`config.mk`:
```
export PLATFORM = sky130hd
export DESIGN_NAME = swsd_div
export DESIGN_NICKNAME = d
export VERILOG_FILES = /design/src/swsd_pkg.sv /design/src/swsd_div.sv
export SDC_FILE = /design/constraint.sdc
export NUM_CORES = 1
export LEC_CHECK = 0
export ABC_AREA = 1
export BUFFER_PORTS_ARGS = -buffer_cell sky130_fd_sc_hd__buf_2
export CORE_AREA = 4 4 76 78
export DETAILED_ROUTE_END_ITERATION = 10
export DIE_AREA = 0 0 80 82
export PLACE_DENSITY_LB_ADDON = 0.05
export SLEW_MARGIN = 0
export SYNTH_ARGS = -nofsm -noshare
export SYNTH_HDL_FRONTEND = slang
export SYNTH_SLANG_ARGS = --single-unit
```
`constraint.sdc`:
```
create_clock -name aclk -period 4.1 [get_ports aclk]
set_input_delay 0.41 -clock aclk [delete_from_list [all_inputs] [get_ports aclk]]
set_output_delay 0.41 -clock aclk [all_outputs]
set_load 0.02 [all_outputs]
```
`src/swsd_pkg.sv`:
```
// shared types and constants for the sliding window standard deviation block
package swsd_pkg;

    // smallest window length a write may set
    localparam int MIN_WINDOW = 3;

    // register index of window_len in the configuration space
    localparam logic REG_WINDOW_LEN = 1'b0;

    // sequencer states, one-hot
    typedef enum logic [8:0] {
        ST_IDLE  = 9'b000000001,
        ST_RD    = 9'b000000010,
        ST_SQ    = 9'b000000100,
        ST_ACC   = 9'b000001000,
        ST_MUL   = 9'b000010000,
        ST_VAR   = 9'b000100000,
        ST_START = 9'b001000000,
        ST_DIV   = 9'b010000000,
        ST_OUT   = 9'b100000000
    } swsd_state_t;

endpackage

```
`src/swsd_div.sv`:
```
// restoring divider, one quotient bit per cycle
module swsd_div
    import swsd_pkg::*;
#(
    parameter int N_W = 32,
    parameter int D_W = 8
) (
    input  logic           aclk,
    input  logic           aresetn,
    input  logic           start,
    input  logic [N_W-1:0] dividend,
    input  logic [D_W-1:0] divisor,
    output logic           busy,
    output logic [N_W-1:0] quotient,
    output logic [D_W-1:0] remainder
);

    localparam int C_W = $clog2(N_W + 1);

    logic [N_W-1:0] quo_reg, quo_next;
    logic [D_W-1:0] rem_reg, rem_next;
    logic [D_W-1:0] den_reg, den_next;
    logic [C_W-1:0] cnt_reg, cnt_next;
    logic           busy_reg, busy_next;
    logic [D_W:0]   shift_val;
    logic [D_W:0]   sub_val;
    logic           fits;

    // trial subtraction of the divisor from the shifted remainder
    always_comb begin
        shift_val = {rem_reg, quo_reg[N_W-1]};
        sub_val   = shift_val - {1'b0, den_reg};
        fits      = (shift_val >= {1'b0, den_reg});
    end

    // next state of the iteration
    always_comb begin
        quo_next  = quo_reg;
        rem_next  = rem_reg;
        den_next  = den_reg;
        cnt_next  = cnt_reg;
        busy_next = busy_reg;
        if (start) begin
            quo_next  = dividend;
            rem_next  = '0;
            den_next  = divisor;
            cnt_next  = C_W'(N_W);
            busy_next = 1'b1;
        end else if (busy_reg) begin
            quo_next = {quo_reg[N_W-2:0], fits};
            rem_next = fits ? sub_val[D_W-1:0] : shift_val[D_W-1:0];
            cnt_next = cnt_reg - 1'b1;
            if (cnt_reg == C_W'(1)) begin
                busy_next = 1'b0;
            end
        end
    end

    // control
    always_ff @(posedge aclk) begin
        if (!aresetn) begin
            busy_reg <= 1'b0;
            cnt_reg  <= '0;
        end else begin
            busy_reg <= busy_next;
            cnt_reg  <= cnt_next;
        end
    end

    // datapath
    always_ff @(posedge aclk) begin
        quo_reg <= quo_next;
        rem_reg <= rem_next;
        den_reg <= den_next;
    end

    assign busy      = busy_reg;
    assign quotient  = quo_reg;
    assign remainder = rem_reg;

endmodule

```
Word-level counts from Yosys, hierarchy flattened
Index checks and enable logic that the tools add are counted.
W data, S select, Z words.

cells by class
  add/subtract/negate cells = 2
  multiply operators = 0
  divide/modulo/power cells = 0
  $lt $le $gt $ge = 1
  equal/unequal tests = 1
  shift-type cells = 0
  muxes and demuxes = 8
  bitwise operators = 1
  reductions and logical operators = 2

operators with widths
  operator               number
  $mux W32               2
  $mux W6                2
  $ge A9 B8 Y1           1
  $mux W8                1
  $sub A8 B8 Y8          1
  $eq A6 B1 Y1 const B   1
  $sub A6 B1 Y6 const B  1
  $mux W1                3
  $reduce_bool A2 Y1     1
  $reduce_or A2 Y1       1
  $not A1 Y1             1

storage, ports and cells
  flip-flop bits (word level) = 55
  bits in latches = 0
  memory bits (writable) = 0
  ROM bits = 0
  input port bits = 43
  logic and storage cells = 21
  memories kept = 0

Longest topological paths before layout
Gate-level depths: netlist (run 1).

  depth after elaboration = 4
  depth in mapped cells = 12
  gate-level depth less buffers = 12

Worst setup path before layout (run 1)
No wires, ideal clock.

  path type = flip-flop to flip-flop
  start point = register busy_reg (netlist: busy)
  end point = register busy_reg (netlist: busy)
  data arrival time = 1.683 ns
  required time = 4.036 ns
  path slack = 2.354 ns
  stages on the path, launching flop included = 5
  path buffers = 0
  cells stage by stage = dfxtp_1 > nor2_2 > inv_1 > o311ai_0 > inv_1

between the ends
  longest elaborated chain between the ends = 2

RTL lines
  element                 RTL line        source
  start, declared         swsd_div.sv:24  logic busy_reg, busy_next;
  start signal, assigned  swsd_div.sv:65  busy_reg <= busy_next;
  $mux W1                 swsd_div.sv:49  end else if (busy_reg) begin
  $mux W1                 swsd_div.sv:43  if (start) begin

Every way passes these cells.
A chain may end at the register's enable or synchronous reset.

Worst setup path after layout (run 1)
  start point = input start
  end point = register cnt_reg[4]

between the ends
  longest elaborated chain between the ends = 1

RTL lines
  element                     RTL line        source
  start, declared             swsd_div.sv:10  input logic start,
  $reduce_or A2 Y1 (no line)  n/a
  end signal, assigned        swsd_div.sv:66  cnt_reg <= cnt_next;
  end, declared               swsd_div.sv:23  logic [C_W-1:0] cnt_reg, cnt_next;

Every way passes these cells.

==> impl_metrics.toml, run 1 <==
[synth]
synthFlopType = "edfxtp_1"
synth_top_cell_by_area = "edfxtp_1"
yosysWarnings = 0
synth.most_common_cell = "nand2_1"
synth-edff-count = 40
async_reset_ff_share_pct = 0
synth_cells = 316
syn_area_sq_um = 2768
synthesis.nets = 370
netlist_top_cells_count = "148 x nand2_1, 40 x edfxtp_1, 27 x inv_1, 16 x nand3_1, 15 x dfxtp_1"
synth_top_area_share_pct = 43.40
synth_seq_area_share_pct = 54.25
synthTopCellsByArea = "edfxtp_1 43%, nand2_1 20%, dfxtp_1 11%, ha_1 4.5%, inv_1 3.7%"
synth-seq-cells = 55
syn_avg_cell_area_sq_um = 8.758
yosysUniqueCellTypes = 30

[place]
io_buffer_count = 83
gp_congestion = 0.8278
place_ws_ns = 1.250
placed_cells = 463
hpwl_um = 4354

[worst_setup_path]
max_stage_delay_ns = 0.99
path_class = "input port to flip-flop"
critPathMaxFanout = 44
startpoint = "start"
cp_top_family = "buffers and inverters"
r2r-start = "quotient[31]"
cp-end-kind = "flip-flop"
worstPathArrival_ns = 2.67
cpMaxStageDelayCell = "clkinv_1"
path_buf_inv = 2
cp-start-kind = "input port"
critPathRequiredTime_ns = 4.28
crit_chain = "buf_2, clkinv_1, nand2_1, nor3_1"

[floorplanning]
start_util_pct = 54.54
die_area_sq_um = 6560
core-area_sq_um = 5075
die_w_um = 80
num_rows = 26
die_y_um = 82
design.portCount = 84

[drt]
ant_nets = 0
met2WireLength_um = 2882
dr.pass1.iters = 5
vias = 2286
post_drt_wl_per_cell_um = 12.73
top_layer_used = "met4"
drt-total-wl_um = 5997
wl_met1_um = 2684
remaining_drc_errors = 0
wl_met3_um = 370
routed_via_density = 4.854
drt_iter0_markers = 100

[global_route]
grt_pass1_vias = 2133
antenna_found_initial = 0
grt_pass1_wl_um = 9466
grt_max_degree = 45
grtUsageTotal_pct = 18.41
grt_overflow = 0

[layout]
diodes = 0
area_growth_pct = 20.52
fillCellCount = 481
fin_nets = 454
layout.cells.non_filler = 471
drive_above_1_share_pct = 26.68
largest_register_ffs = 32

[cts]
cts_buffers = 5
cts-root-buf = "clkbuf_8"
clockBufferDepth = 2
insertion_delay_ns = 0.30
htreeDepth = 2
cts_hold_buffers = 0
ctsResizeCount = 0
cts.clk_slew.worst_paths_ns = 0.10
postCtsSetupBuffers = 0
cts_tree = "yes"
cts_sinks = 55

[pwr]
seq_power_share_pct = 55.5
combPwrFrac_pct = 20.4
power.leakage_nw = 1.729
intPower_mw = 0.8635
ir_drop_v = 0.0002644
swShare_pct = 29.66
power.density_nw_per_um2 = 368.1
p_clk_share_pct = 24.1
p_sw_mw = 0.3642

[hold_path]
hold_path.class = "input port to flip-flop"
worstHoldStart = "divisor[7]"

[sta]
fmax_mhz = 401.3
hold_violations = 0
finClkSkew_ns = 0.006797
fin_crit_sh_pct = 60.77
finalMaxSlewViolations = 0
grt_setup_unrepaired = "false"
worst_pin_slew_ns = 0.9224
slew_headroom_pct = 38.12
setup_ws_ns = 1.608
setup_viol = 0
final.setup.tns_ns = 0
period_needed_ns = 2.492

[outcome]
status = "finished, final reports clean"

[job]
cap_violations = 0
[per-layer routing]
metal  GRT usage (%)  vias to the layer above
met5               0                        -
met4           3.885                        0
met3           4.057                        8
met2           30.96                       62
met1           24.59                     1039
li1                -                     1177
[layout by cell type (no fill, tap or decap), types with 3 or more instances in the layout]
cell      netlist  routed
inv_1          27      27
nand3_1        16      16
nand2_4         3       3
dfxtp_1        15      15
ha_1           10      10
a21oi_1         4       4
nor2_1         10      10
clkinv_1        3       3
buf_2           0      83
clkbuf_8        0       5
nor2_4          3       3
nand3b_1        7       7
edfxtp_1       40      40
nand2_2         3       3
nand2_1       148     148
[final cells by class]
class                           count  area (sq um)  area share (%)
Clock buffer                        5         68.82           2.063
Clock inverter                      3         18.77          0.5626
Inverter                           30         112.6           3.376
Multi-Input combinational cell    224          1124           33.68
Sequential cell                    55          1501           45.01
Tap cell                           70         87.58           2.626
Timing Repair Buffer               84         422.9           12.68
[worst reg2reg max path, cell delays in order (launching register included)]
cell	delay [ns]
edfxtp_1	0.35
inv_1	0.06
ha_1	0.22
fa_1	0.42
inv_1	0.10
nand3_1	0.07
nand3_1	0.09
xnor2_1	0.12
nand2_1	0.07
nand3_1	0.06
nand2_1	0.05
[final timing paths]
path	end	slack, ns	cells after the start
min reg2reg	remainder[1]	0.49	2
min	den_reg[7]	0.28	1
max reg2reg	remainder[4]	2.39	10
max	cnt_reg[4]	1.61	4
[cells by family after synthesis]
| kind of cell | synth area share (%) |
|---|---|
| flops | 54.25 |
| simple gates | 32.37 |
| fa+ha+maj | 5.244 |
| compound gates | 1.718 |
| xor+xnor | 1.266 |
| buf+inv | 5.154 |
[power groups by stage]
stage,clock network (mW),logic (mW),registers [mW]
after global routing,0.330,0.279,0.688
after global placement,0,0.246,0.694
after detailed placement,0,0.252,0.693
final,0.296,0.250,0.681
after floorplan,0,0.120,0.736
after CTS,0.305,0.252,0.681
[per-stage QoR]
| stage | utilization (%) | total power [mW] | hold slack [ns] | cell area [sq um] |
|---|---|---|---|---|
| after global placement | 64.00 | 0.9396 | 0.4731 | 3248 |
| after floorplan | - | 0.8567 | 0.4627 | 2768 |
| after detailed placement | 64.00 | 0.9446 | 0.4774 | 3248 |
| final | 65.73 | 1.228 | 0.2788 | 3336 |
| after CTS | 65.73 | 1.239 | 0.2738 | 3336 |
| after global routing | 65.73 | 1.297 | 0.2629 | 3336 |
Note: power is estimated with default switching activity, not from simulation.
==> inputs of run 2 (changes only) <==
--- a/config.mk
+++ b/config.mk
@@ -7,9 +7,9 @@
 export LEC_CHECK = 0
 export ABC_AREA = 1
 export BUFFER_PORTS_ARGS = -buffer_cell sky130_fd_sc_hd__buf_2
-export CORE_AREA = 4 4 76 78
+export CORE_AREA = 4 4 79 81
 export DETAILED_ROUTE_END_ITERATION = 10
-export DIE_AREA = 0 0 80 82
+export DIE_AREA = 0 0 83 85
 export PLACE_DENSITY_LB_ADDON = 0.05
 export SLEW_MARGIN = 0
 export SYNTH_ARGS = -nofsm -noshare
==> constraint.sdc (replaced) <==
create_clock -name aclk -period 2.6 [get_ports aclk]
set_input_delay 0.26 -clock aclk [delete_from_list [all_inputs] [get_ports aclk]]
set_output_delay 0.26 -clock aclk [all_outputs]
set_load 0.02 [all_outputs]
==> impl_metrics.toml, run 2 (synthesis results as in run 1) <==
[cts]
cts_sinks = 55
cts.clk_slew.worst_paths_ns = 0.10
postCtsSetupBuffers = 0
htreeDepth = 2
insertion_delay_ns = 0.30
ctsResizeCount = 0
cts-root-buf = "clkbuf_8"
cts_tree = "yes"
clockBufferDepth = 2
cts_hold_buffers = 0
cts_buffers = 5

[floorplanning]
num_rows = 27
die_y_um = 85
design.portCount = 84
die_w_um = 83
start_util_pct = 50.57
core-area_sq_um = 5473
die_area_sq_um = 7055

[layout]
area_growth_pct = 21.88
fillCellCount = 512
largest_register_ffs = 32
fin_nets = 456
final_cell_mix = "148 x nand2_1, 83 x buf_2, 40 x edfxtp_1, 27 x inv_1, 16 x nand3_1"
layout.cells.non_filler = 475
drive_above_1_share_pct = 26.80
diodes = 0
mostFrequentLayoutCell = "nand2_1"

[global_route]
antenna_found_initial = 0
grt_max_degree = 37
grt_pass1_vias = 2229
grtUsageTotal_pct = 18.06
grt_pass1_wl_um = 10370
grt_overflow = 0

[hold_path]
hold_path_depth = 1
worstHoldStart = "divisor[3]"
hold_path.class = "input port to flip-flop"
min_to = "den_reg[3]"

[drt]
vias = 2241
ant_nets = 0
post_drt_wl_per_cell_um = 12.92
drt-total-wl_um = 6138
routed_via_density = 4.718
drt_iter0_markers = 92
remaining_drc_errors = 0
dr.pass1.iters = 4

[worst_setup_path]
path_buf_inv = 2
cp-start-kind = "flip-flop"
max_stage_delay_ns = 0.40
critPathRequiredTime_ns = 2.80
critPathMaxFanout = 2
cp_top_family = "adder cells"
crit_chain = "inv_1, ha_1, fa_1, inv_1, nand3_1, nand3_1, xnor2_1, nand2_1, nand3_1, nand2_1"
r2r-start = "quotient[31]"
r2r_end = "remainder[4]"
path_class = "flip-flop to flip-flop"
cpMaxStageDelayCell = "fa_1"
path_common_cell = "nand3_1"
cp-end-kind = "flip-flop"
reg2reg_depth = 10
worstPathArrival_ns = 1.88
rrSetupSlack_ns = 0.92

[sta]
hold_violations = 0
setup_viol = 0
final.setup.tns_ns = 0
finClkSkew_ns = 0.005468
grt_setup_unrepaired = "false"
worst_pin_slew_ns = 0.4656
finalMaxSlewViolations = 0
slew_headroom_pct = 68.92
fmax_mhz = 595.6
fin_crit_sh_pct = 64.58
period_needed_ns = 1.679

[job]
cap_violations = 0

[pwr]
power.leakage_nw = 1.746
power.density_nw_per_um2 = 600.0
total_power_mw = 2.024
ir_drop_v = 0.0003743

[place]
io_buffer_count = 83
hpwl_um = 4498
gp_congestion = 0.8868
placed_cells = 467

[outcome]
status = "finished, final reports clean"
## run 2: cell count changes in the layout (fill, tap and decap cells not counted)
cell,change
buf_4,+2
bufinv_16,+1
inv_6,-1
clkinv_1,+1
clkinv_2,-1
## run 2: worst max-delay path by stage
stage	slack [ns]	cells past startpoint	from	to
detailed placement	0.94	10	quotient[31]	remainder[4]
floorplan	0.85	4	busy	busy
finish	0.92	10	quotient[31]	remainder[4]
global route	0.74	11	quotient[31]	remainder[6]
CTS	0.91	10	quotient[31]	remainder[4]
global placement	0.93	10	quotient[31]	remainder[4]
## run 2: through the flow
step	setup slack [ns]	hold slack (ns)	cell area [sq um]	utilization (%)
3_3_place_gp	0.9286	0.4371	3266	59.67
4_1_cts	0.9119	0.1082	3373	61.64
6_report	0.9210	0.1230	3373	61.64
3_5_place_dp	0.9397	0.4383	3266	59.67
5_1_grt	0.7363	0.09562	3373	61.64
2_1_floorplan	0.8535	0.3589	2768	-
## run 2: cell type report
type | count | area (sq um) | area share [%]
clock buffer | 5 | 68.82 | 2.040
timing repair buffer | 86 | 437.9 | 12.98
sequential | 55 | 1501 | 44.51
inverter | 30 | 112.6 | 3.338
multi-input combinational | 224 | 1124 | 33.31
clock inverter | 3 | 38.79 | 1.150
tap | 72 | 90.09 | 2.671
## run 2: layer usage
layer | vias up | track usage (%) | routed length [um]
met5 | - | 0 | 0
met4 | 0 | 6.389 | 138
met3 | 10 | 5.825 | 509
met2 | 78 | 30.76 | 2876
met1 | 976 | 21.53 | 2614
li1 | 1177 | - | -
## run 2: where the power goes
group	leakage, nW	internal (mW)	switching [mW]
clock network	0.0556	0.283	0.273
logic	1.16	0.142	0.255
registers	0.529	1.03	0.0416
