## src/swsd_pkg.sv

```systemverilog
// shared types and constants for the sliding window standard deviation block
package swsd_pkg;

    // smallest window length a write may set
    localparam int MIN_WINDOW = 3;

    // register index of window_len in the configuration space
    localparam logic REG_WINDOW_LEN = 1'b0;

    // sequencer states, one-hot
    typedef enum logic [8:0] {
        ST_IDLE  = 9'b000000001,
        ST_RD    = 9'b000000010,
        ST_SQ    = 9'b000000100,
        ST_ACC   = 9'b000001000,
        ST_MUL   = 9'b000010000,
        ST_VAR   = 9'b000100000,
        ST_START = 9'b001000000,
        ST_DIV   = 9'b010000000,
        ST_OUT   = 9'b100000000
    } swsd_state_t;

endpackage

```

## src/swsd_sqrt.sv

```systemverilog
// digit-by-digit integer square root, one root bit per cycle
module swsd_sqrt
    import swsd_pkg::*;
#(
    parameter int R_W = 23
) (
    input  logic             aclk,
    input  logic             aresetn,
    input  logic             start,
    input  logic [2*R_W-1:0] radicand,
    output logic             busy,
    output logic [R_W-1:0]   root
);

    localparam int C_W = $clog2(R_W + 1);

    logic [2*R_W-1:0] x_reg, x_next;
    logic [R_W:0]     rem_reg, rem_next;
    logic [R_W-1:0]   root_reg, root_next;
    logic [C_W-1:0]   cnt_reg, cnt_next;
    logic             busy_reg, busy_next;
    logic [R_W+2:0]   rem_shift;
    logic [R_W+2:0]   trial;
    logic [R_W+2:0]   sub_val;
    logic             fits;

    // bring down two radicand bits and try root*4+1
    always_comb begin
        rem_shift = {rem_reg, x_reg[2*R_W-1 -: 2]};
        trial     = {1'b0, root_reg, 2'b01};
        sub_val   = rem_shift - trial;
        fits      = (rem_shift >= trial);
    end

    // next state of the iteration
    always_comb begin
        x_next    = x_reg;
        rem_next  = rem_reg;
        root_next = root_reg;
        cnt_next  = cnt_reg;
        busy_next = busy_reg;
        if (start) begin
            x_next    = radicand;
            rem_next  = '0;
            root_next = '0;
            cnt_next  = C_W'(R_W);
            busy_next = 1'b1;
        end else if (busy_reg) begin
            x_next    = {x_reg[2*R_W-3:0], 2'b00};
            rem_next  = fits ? sub_val[R_W:0] : rem_shift[R_W:0];
            root_next = {root_reg[R_W-2:0], fits};
            cnt_next  = cnt_reg - 1'b1;
            if (cnt_reg == C_W'(1)) begin
                busy_next = 1'b0;
            end
        end
    end

    // control
    always_ff @(posedge aclk) begin
        if (!aresetn) begin
            busy_reg <= 1'b0;
            cnt_reg  <= '0;
        end else begin
            busy_reg <= busy_next;
            cnt_reg  <= cnt_next;
        end
    end

    // datapath
    always_ff @(posedge aclk) begin
        x_reg    <= x_next;
        rem_reg  <= rem_next;
        root_reg <= root_next;
    end

    assign busy = busy_reg;
    assign root = root_reg;

endmodule

```

## config.mk

```make
export PLATFORM = sky130hd
export DESIGN_NAME = swsd_sqrt
export DESIGN_NICKNAME = d
export VERILOG_FILES = /design/src/swsd_pkg.sv /design/src/swsd_sqrt.sv
export SDC_FILE = /design/constraint.sdc
export NUM_CORES = 1
export LEC_CHECK = 0
export CAP_MARGIN = 20
export CELL_PAD_IN_SITES_DETAIL_PLACEMENT = 0
export CELL_PAD_IN_SITES_GLOBAL_PLACEMENT = 1
export CORE_MARGIN = 2
export CORE_UTILIZATION = 50
export DETAILED_ROUTE_END_ITERATION = 12
export DONT_BUFFER_PORTS = 1
export PLACE_DENSITY = 0.76
export SKIP_LAST_GASP = 1
export SLEW_MARGIN = 30
export SYNTH_ARGS = -nofsm -noshare
export SYNTH_HDL_FRONTEND = slang
export SYNTH_SLANG_ARGS = --single-unit
```

## constraint.sdc

```tcl
create_clock -name aclk -period 2.86 [get_ports aclk]
set_input_delay 0.143 -clock aclk [delete_from_list [all_inputs] [get_ports aclk]]
set_output_delay 0.143 -clock aclk [all_outputs]
set_load 0.05 [all_outputs]
```

# Yosys cells after proc, flatten, opt, wreduce, memory -nomap -nowiden
# Cells that the tools add are included.
word_totals:
  latch_bits: 0
  romBits: 0
  regBits: 99
  out_inout_bits: 24
  inputBits: 49
  word_cells: 21
  memories: 0
  mem_bits_rw: 0
op_classes:
  n_eq_ne: 1
  multipliers: 0
  reduce_logical: 2
  magnitude_cmp: 1
  addsub: 2
  n_div: 0
  shift: 0
  bitwise_logic: 1
  muxes: 8
op_table:
  columns: ["operator", "count"]
  rows:
  - ["two-way mux 46 bit", 2]
  - [">= comparator 26 x 25 -> 1 bit", 1]
  - ["two-way mux 24 bit", 1]
  - ["subtractor 24 bit", 1]
  - ["two-way mux 5 bit", 2]
  - ["== test 5 x 1 -> 1 bit, second input constant", 1]
  - ["subtractor 5 x 1 -> 5 bit, second input constant", 1]
  - ["two-way mux 1 bit", 3]
  - ["nonzero test 2 bit", 1]
  - ["OR reduction 2 bit", 1]
  - ["NOT 1 bit", 1]

# Logic depth before layout (Yosys ltp)
# Gate-level depths: netlist of the first run.
depth:
  word_depth: 4
  depth_mapped: 13
  mapped_depth_nobuf: 10

# Worst setup path after synthesis of the first run
# Ideal clock, no wire load.
synth_path:
  path_type: "reg-to-reg"
  from: "reg root_reg[14] (netlist: root[14])"
  to: "reg rem_reg[23]"
  slack_ns: 0.055
  n_path_buf: 3
  arrival_ns: 2.675
  stages_incl_launch_ff: 14
  setup_time_ns: 0.130
  t_required_ns: 2.730
  period_less_slack_ns: 2.805
  cell_sequence: "dfxtp_1 inv_1 ha_1 buf_6 nand2_1 nor2_1 a2111oi_2 o311a_1 and2_1 buf_6 buf_6 a31oi_1 o31a_1 nor2_1"
synth_via:
  elab_chain_cells: 2
  word_cells_on_any_way: 3
  cone_classes: "1 x add/sub; 1 x order compare; 1 x mux"
synth_lines:
  columns: ["element", "line_no", "rtl"]
  rows:
  - ["start: declaration", "swsd_sqrt.sv:19", "logic [R_W-1:0] root_reg, root_next;"]
  - ["start signal: assignment", "swsd_sqrt.sv:74", "root_reg <= root_next;"]
  - ["subtractor 24 bit or >= comparator 26 x 25 -> 1 bit (tied branches)", "swsd_sqrt.sv:31, swsd_sqrt.sv:32", null]
  - ["two-way mux 24 bit (*)", "swsd_sqrt.sv:50", "rem_next = fits ? sub_val[R_W:0] : rem_shift[R_W:0];"]
  - ["end signal: assignment", "swsd_sqrt.sv:73", "rem_reg <= rem_next;"]
  - ["end: declaration", "swsd_sqrt.sv:18", "logic [R_W:0] rem_reg, rem_next;"]
# Every way passes the cells marked *; elsewhere a longest branch is shown, timed or not.
# A chain may end at the register's enable or synchronous reset.

# Worst setup path after layout of the first run
layout_path:
  from: "reg root_reg[0] (netlist: root[0])"
  to: "reg rem_reg[20]"
# The elaborated chain is that of the path after synthesis.

==> results of run 1 <==
[through the flow]
stage / area (um^2) / util [%] / power (mW)
floorplan: 5523 / - / 3.672
global placement: 5833 / 54.05 / 4.053
detailed placement: 5833 / 54.05 / 4.070
CTS: 6518 / 60.39 / 5.027
global route: 6548 / 60.67 / 5.396
finish: 6548 / 60.67 / 5.038
[cells by family (layout without fill, tap and decap cells)]
| kind of cell | Yosys count | after routing |
|---|---|---|
| AOI/OAI and AO/OA | 105 | 105 |
| DFF | 99 | 99 |
| buffers and inverters | 60 | 135 |
| muxes | 79 | 79 |
| xor gates and xnor gates | 22 | 22 |
| adders and majority gates | 27 | 27 |
| and+or+nand+nor | 138 | 138 |
[cell type report]
type,instances,area (um^2),share of cell area (%)
timing repair buffer,88,800.8,12.23
tap,140,175.2,2.675
clock inverter,7,52.55,0.8026
inverter,31,116.4,1.777
sequential,99,2446,37.36
multi-input combinational,371,2833,43.26
clock buffer,9,123.9,1.892
[power breakdown]
part	switching, mW	total [mW]	internal, mW
logic	1.29	2.42	1.13
clock network	0.536	0.859	0.323
registers	0.0994	1.76	1.66
[cell usage in the layout (no fill, tap or decap), types with 19 or more instances in the layout]
cell,netlist,final
sky130_fd_sc_hd__buf_4,1,39
sky130_fd_sc_hd__inv_1,31,31
sky130_fd_sc_hd__mux2i_1,35,35
sky130_fd_sc_hd__ha_1,27,25
sky130_fd_sc_hd__mux2_2,44,44
sky130_fd_sc_hd__dfxtp_1,53,52
sky130_fd_sc_hd__nand2_1,19,19
sky130_fd_sc_hd__nor2_1,64,64
sky130_fd_sc_hd__dlygate4sd3_1,0,48
sky130_fd_sc_hd__a21oi_1,25,25
sky130_fd_sc_hd__edfxtp_1,46,46
[worst reg2reg max path, cell delays in order (launching register included)]
cell and delay [ps]:
sky130_fd_sc_hd__dfxtp_1 340, sky130_fd_sc_hd__inv_1 40, sky130_fd_sc_hd__ha_1 320, sky130_fd_sc_hd__nor2b_1 240, sky130_fd_sc_hd__o2111ai_1 180, sky130_fd_sc_hd__nand4_1 180, sky130_fd_sc_hd__a41oi_1 130, sky130_fd_sc_hd__buf_4 180
sky130_fd_sc_hd__o41ai_1 420, sky130_fd_sc_hd__xor2_1 190, sky130_fd_sc_hd__mux2i_1 90, sky130_fd_sc_hd__a211oi_1 270
[layer usage]
metal  vias to the layer above  global-route usage (%)
met2                        74                   35.05
li1                       2057                       -
met1                      1950                   27.15
met5                         -                       0
met4                         0                   6.319
met3                        12                   6.455
[path summary, 6_finish.rpt]
| path | endpoint | slack, ps | cells past startpoint |
|---|---|---|---|
| worst max register to register | rem_reg[20]$_SDFFE_PP0P_ | 180 | 11 |
| worst min-delay path | rem_reg[22]$_SDFFE_PP0P_ | 50 | 2 |
| worst max-delay path | rem_reg[20]$_SDFFE_PP0P_ | 180 | 11 |
| worst min register to register | rem_reg[6]$_SDFFE_PP0P_ | 510 | 2 |
[repair_timing]
action / 4_1_cts / 5_1_grt
gates resized for setup: 0 / 6
hold buffers: 49 / 0
setup buffers: 0 / 1
endpoints found under the setup margin: 0 / 22
endpoints found under the hold margin: 99 / 0
==> impl_summary.log, run 1 <==
INFO  metric post_synth_instance_area = 0.005523 mm^2
INFO  metric placement.io_buffers = 0
INFO  metric remaining_overflow_grt = 0
INFO  metric drive_gt1_share = a little over a fifth
INFO  metric critical-path-max-stage-delay = between 400 and 500 ps
INFO  metric path_buf_inv = 2
INFO  metric critPathLaunch = root[0]$_SDFFE_PP0P_
INFO  metric tritoncts_clock_tree = built
INFO  metric worst_path_max_delay_cell = sky130_fd_sc_hd__o41ai_1
INFO  metric routed_via_count = about 4100
INFO  metric first_pass_iteration_count_of_the_detailed_router = 4
INFO  metric row_count = 38
INFO  metric synth-seq-cells = 99
INFO  metric placedCellCount = between 600 and 700
INFO  metric cts_htree_levels = 3
INFO  metric critical_path_class = reg2reg
INFO  metric critical_path_arrival = between 2000 and 3000 ps
INFO  metric pin_count_of_the_biggest_net_entering_global_routing = 100
INFO  metric synth.most_common_cell = sky130_fd_sc_hd__nor2_1
INFO  metric setup_repair_after_global_routing_missed_its_margin = true
INFO  metric synth_warnings = 0
INFO  metric viasPerCell = 5.494
INFO  metric starting_drt_drc_count = about 150
INFO  metric die_area = roughly 0.012 mm^2
INFO  metric maxSlewHeadroom = roughly three fifths
INFO  metric synth.distinct_cells = between 60 and 70
INFO  metric min_path_type = in2reg
INFO  metric share_of_the_cycle_needed_by_the_critical_path_after_routing = a little over 90%
INFO  metric final_period_minus_worst_setup_slack = approximately 2700 ps
INFO  metric largest_register_ffs = 46
INFO  metric cells_along_the_critical_path = inv_1, ha_1, nor2b_1, o2111ai_1, nand4_1, a41oi_1, buf_4, o41ai_1, xor2_1, mux2i_1, a211oi_1
INFO  metric hold_start = start
INFO  metric cts_buffer_depth = 2
INFO  metric wl_met3 = between 500 and 600 um
INFO  metric route.final.wire_length = between 10000 and 15000 um
INFO  metric yosys.area_share.adder = between 6 and 7%
INFO  metric max_slew_violation_count = 0
INFO  metric antenna_found_initial = 0
INFO  metric max_slew.worst_pin.slew = approximately 610 ps
INFO  metric fin_setup_tns = 0 ps
INFO  metric hpwl_after_detailed_placement = about 7700 um
INFO  metric synthesis.instances = 530
INFO  metric stdcell_count = about 750
INFO  metric post_synth_xor_area_fraction = under 10%
INFO  metric critPathMaxFanout = 4
INFO  metric n_antenna_cell = 0
INFO  metric p_per_area = slightly below 800 mW/mm^2
INFO  metric ys_top_cells_by_count = sky130_fd_sc_hd__nor2_1, sky130_fd_sc_hd__dfxtp_1, sky130_fd_sc_hd__edfxtp_1
INFO  metric max_freq = around 0.37 GHz
INFO  metric avgSynthCellArea = about 10 um^2
INFO  metric path_delay_family = compound AO/OA/AOI/OAI gates
INFO  metric routedLengthMet1 = 5549 um
INFO  metric maxCapViolations = 0
INFO  metric final.hold.worst_slack = a little over 50 ps
INFO  metric cts-buffers-inserted = 9
INFO  metric synthDominantAreaCellType = sky130_fd_sc_hd__edfxtp_1
INFO  metric synth_fp_nets = 606
INFO  metric syn2layout_area_growth = 18.55%
INFO  metric synth-simple-area-share = approximately an eighth
INFO  metric grt_pass1_vias = 4128
INFO  metric worst_setup_path_end_kind = flip-flop
INFO  metric grt_pass1_wl = slightly below 20000 um
INFO  metric status = finished, final reports clean
INFO  metric postRouteAntennaNets = 0
INFO  metric compound_gate_fraction_of_synth_area = approximately 14%
INFO  metric netlist_top_cells_area = sky130_fd_sc_hd__edfxtp_1, sky130_fd_sc_hd__dfxtp_1, sky130_fd_sc_hd__mux2_2
INFO  metric dr_wl_met2 = between 5000 and 6000 um
INFO  metric cts_sinks = approximately 100
INFO  metric start_kind = flip-flop
INFO  metric clkSlewWorstSetupHoldPaths = 100 ps
INFO  metric ys_async_sr_fraction = 0%
INFO  metric die_width = between 100 and 150 um
INFO  metric r2r_start = root[0]$_SDFFE_PP0P_
INFO  metric route.detailed.drc = 0
INFO  metric place.gp.congestion = ~0.88
INFO  metric gr-usage-all-layers = 21.36%
INFO  metric critPathRequiredTime = around 3200 ps
INFO  metric seq_area_frac_synth = about 44%
INFO  metric setup_ws = approximately 180 ps
INFO  metric portion_of_synthesized_cell_area_occupied_by_the_leading_cell_type = about a quarter
INFO  metric dominant_combinational_cell_family_by_area_after_synthesis = multiplexers
INFO  metric fill_cell_total_of_the_finished_layout = a little over 900
INFO  metric synth_ff_type = sky130_fd_sc_hd__dfxtp_1
INFO  metric synth_edf_count = between 40 and 50
INFO  metric final_nets = 676
INFO  metric multiplexer_share_of_the_synthesized_area = 15.31%
INFO  metric root_buffer = sky130_fd_sc_hd__clkbuf_8
INFO  metric die_height = roughly 110 um
INFO  metric core = around 0.011 mm^2
INFO  metric worst_vdd_drop = about 490 uV
INFO  metric initial_core_utilization = between 50% and 60%
INFO  metric report.final.hold_viol_count = 0
INFO  metric io_pins = 73
INFO  metric worstSkewPairLatency = 390 ps
INFO  metric post-place-ws = around 170 ps
INFO  metric final.setup_skew = between 10 and 15 ps
INFO  metric power.leakage = roughly 2.6 nW
INFO  metric setup_viol = 0
INFO  metric top_signal_layer_used = met4
INFO  metric wire_per_inst = 16.00 um
Note: power is estimated with default switching activity, not from simulation.
==> run 2: changes to the inputs <==
--- a/config.mk
+++ b/config.mk
@@ -10,6 +10,7 @@
 export CELL_PAD_IN_SITES_GLOBAL_PLACEMENT = 1
 export CORE_MARGIN = 2
 export CORE_UTILIZATION = 50
+export CTS_BUF_LIST = sky130_fd_sc_hd__clkbuf_16
 export DETAILED_ROUTE_END_ITERATION = 12
 export DONT_BUFFER_PORTS = 1
 export PLACE_DENSITY = 0.76
==> run 2 against run 1 <==
Against the previous run:
- critical path depth unchanged
- cell count down 4.7%
- fmax up 0.77%
- register-to-register slack better by 20 ps
- wire length down 5.3%
- clock power up 35%
- setup slack better by 21 ps
- highest routed layer unchanged
- worst hold slack worse by 45 ps
- non-clock buffer count down 35
- global-route usage down 1.3 points
- die area unchanged
==> impl_summary.log, run 2 (synthesis results as in run 1) <==
INFO  metric pin_count_of_the_biggest_net_entering_global_routing = 54 (-46%)
INFO  metric routed_via_count = 3932 (-3.9%)
INFO  metric cts_htree_levels = 3 (unchanged)
INFO  metric remaining_overflow_grt = 0 (unchanged)
INFO  metric postRouteAntennaNets = 0 (unchanged)
INFO  metric initial_core_utilization = 51.17% (unchanged)
INFO  metric status = finished, final reports clean
INFO  metric final_period_minus_worst_setup_slack = 2655 ps (-20.56 ps)
INFO  metric wire_per_inst = 15.90 um (-0.58%)
INFO  metric place.gp.congestion = 0.8822 (unchanged)
INFO  metric die_area = 0.01190 mm^2 (unchanged)
INFO  metric max_freq = 0.3766 GHz (+0.77%)
INFO  metric first_pass_iteration_count_of_the_detailed_router = 4 (unchanged)
INFO  metric viasPerCell = 5.538 (+0.80%)
INFO  metric cts_sinks = 99 (unchanged)
INFO  metric route.final.wire_length = 11290 um (-5.3%)
INFO  metric starting_drt_drc_count = 141 (-5.4%)
INFO  metric fill_cell_total_of_the_finished_layout = 942 (+3.5%)
INFO  metric grt_pass1_wl = 18710 um (-5.6%)
INFO  metric largest_register_ffs = 46 (unchanged)
INFO  metric gr-usage-all-layers = 20.11% (-1.3 points)
INFO  metric final_nets = 641 (-5.2%)
INFO  metric critical-path-max-stage-delay = 430 ps (about the same)
INFO  metric drive_gt1_share = 21.93% (+1.1 points)
INFO  metric maxSlewHeadroom = 59.63% (about the same)
INFO  metric p_per_area = 838.8 mW/mm^2 (+9.0%)
INFO  metric placement.io_buffers = 0 (unchanged)
INFO  metric setup_repair_after_global_routing_missed_its_margin = true
INFO  metric critical_path_class = reg2reg
INFO  metric path_delay_family = compound AO/OA/AOI/OAI gates
INFO  metric hold_start = radicand[45]
INFO  metric layout_commonest_cell = sky130_fd_sc_hd__nor2_1
INFO  metric combined_area_of_the_multi_input_logic_cells = 0.002829 mm^2 (-0.13%)
INFO  metric r2r_setup_slack = 200 ps (+20 ps)
INFO  metric max_slew_violation_count = 0 (unchanged)
INFO  metric die_height = 109.1 um (unchanged)
INFO  metric final.setup_skew = 8.866 ps (-1.265 ps)
INFO  metric final.hold.worst_slack = 6.382 ps (-45.37 ps)
INFO  metric min_path_cells = 1 (-1)
INFO  metric worst_setup_path_end_kind = flip-flop
INFO  metric r2r_start = root[0]$_SDFFE_PP0P_
INFO  metric reg2reg_depth = 11 (unchanged)
INFO  metric die_width = 109.1 um (unchanged)
INFO  metric cts_buffer_depth = 2 (unchanged)
INFO  metric share_of_the_cycle_needed_by_the_critical_path_after_routing = 92.85% (-0.72 points)
INFO  metric root_buffer = sky130_fd_sc_hd__clkbuf_16
INFO  metric stdcell_count = 710 (-4.7%)
INFO  metric worst_vdd_drop = 594.7 uV (+20%)
INFO  metric min_path_type = in2reg
INFO  metric path_buf_inv = 2 (unchanged)
INFO  metric worst_path_max_delay_cell = sky130_fd_sc_hd__o41ai_1
INFO  metric finalCoreUtilization = 58.32% (-2.3 points)
INFO  metric io_pins = 73 (unchanged)
INFO  metric layout.cells.most_common_list = sky130_fd_sc_hd__nor2_1, sky130_fd_sc_hd__dfxtp_1, sky130_fd_sc_hd__edfxtp_1
INFO  metric timing.critical_path.depth = 11 (unchanged)
INFO  metric antenna_found_initial = 0 (unchanged)
INFO  metric power.leakage = 2.478 nW (-3.9%)
INFO  metric cts-buffers-inserted = 9 (unchanged)
INFO  metric route.detailed.drc = 0 (unchanged)
INFO  metric critPathMaxFanout = 4 (unchanged)
INFO  metric row_count = 38 (unchanged)
INFO  metric tritoncts_clock_tree = built
INFO  metric cells_along_the_critical_path = inv_1, ha_1, nor2b_1, o2111ai_1, nand4_1, a41oi_1, buf_4, o41ai_1, xor2_1, mux2i_1, a211oi_1
INFO  metric grt_pass1_vias = 3905 (-5.4%)
INFO  metric worst_reg2reg_endpoint = rem_reg[20]$_SDFFE_PP0P_
INFO  metric seqCellArea = 0.002446 mm^2 (unchanged)
INFO  metric start_kind = flip-flop
INFO  metric clkSlewWorstSetupHoldPaths = 70 ps (-30 ps)
INFO  metric maxCapViolations = 0 (unchanged)
INFO  metric report.final.hold_viol_count = 0 (unchanged)
INFO  metric critPathRequiredTime = 3120 ps (-30 ps)
INFO  metric syn2layout_area_growth = 13.98%
INFO  metric hpwl_after_detailed_placement = 7674 um (unchanged)
INFO  metric worstSkewPairLatency = 350 ps (-40 ps)
INFO  metric max_slew.worst_pin.slew = 605.5 ps (+0.4007 ps)
INFO  metric critical_path_arrival = 2920 ps (-50 ps)
INFO  metric placedCellCount = 679 (unchanged)
INFO  metric n_antenna_cell = 0 (unchanged)
INFO  metric setup_viol = 0 (unchanged)
INFO  metric whs_endpoint = x_reg[45]$_DFFE_PP_
INFO  metric core = 0.01079 mm^2 (unchanged)
[run 2: through the flow]
stage	power, mW	cell area, um^2	worst slack [ps]	setup TNS (ps)
floorplan	3.672	5523	54.79	0
global placement	4.053	5833	225.6	0
detailed placement	4.070	5833	172.7	0
CTS	5.283	6178	138.2	0
global route	5.641	6295	-9.313	-9.313
finish	5.280	6295	204.5	0
[run 2: per-layer routing]
layer | vias up | track usage (%) | routed length, um
li1 | 1988 | - | -
met1 | 1857 | 25.86 | 5286
met2 | 77 | 31.59 | 5183
met3 | 10 | 7.053 | 671
met4 | 0 | 6.593 | 151
met5 | - | 0 | 0
[run 2: cell type report]
type / instances / area share [%]
Multi-Input combinational cell: 371 / 44.94
Sequential cell: 99 / 38.86
Timing Repair Buffer: 53 / 7.156
Clock buffer: 9 / 3.578
Tap cell: 140 / 2.783
Inverter: 31 / 1.849
Clock inverter: 7 / 0.8348
[run 2: power by group]
part | internal, mW | switching [mW]
clock | 0.597 | 0.561
sequential | 1.66 | 0.0961
combinational | 1.10 | 1.27
total | 3.35 | 1.93
[run 2: worst reg2reg max path, delay by kind of cell (launching register included)]
family | cells | cell delay (ps)
AOI/OAI and AO/OA | 4 | 990
adders and majority gates | 1 | 320
xor gates and xnor gates | 1 | 190
and+or+nand+nor | 2 | 420
muxes | 1 | 90
DFF | 1 | 330
buffers and inverters | 2 | 220
[run 2: repair_timing]
item	CTS	global route
hold buffers	5	9
setup buffers	0	1
endpoints found under the setup margin	0	21
resized for setup	0	5
endpoints found under the hold margin	56	9
[run 2: how the worst max path moves through the flow]
stage                          startpoint                       end  slack (ps)
global placement    root[14]$_SDFFE_PP0P_   rem_reg[6]$_SDFFE_PP0P_         230
global route        root[19]$_SDFFE_PP0P_   rem_reg[9]$_SDFFE_PP0P_          -9
finish               root[0]$_SDFFE_PP0P_  rem_reg[20]$_SDFFE_PP0P_         200
detailed placement  root[14]$_SDFFE_PP0P_   rem_reg[3]$_SDFFE_PP0P_         170
floorplan           root[14]$_SDFFE_PP0P_  rem_reg[23]$_SDFFE_PP0P_          50
CTS                 root[19]$_SDFFE_PP0P_   rem_reg[9]$_SDFFE_PP0P_         140
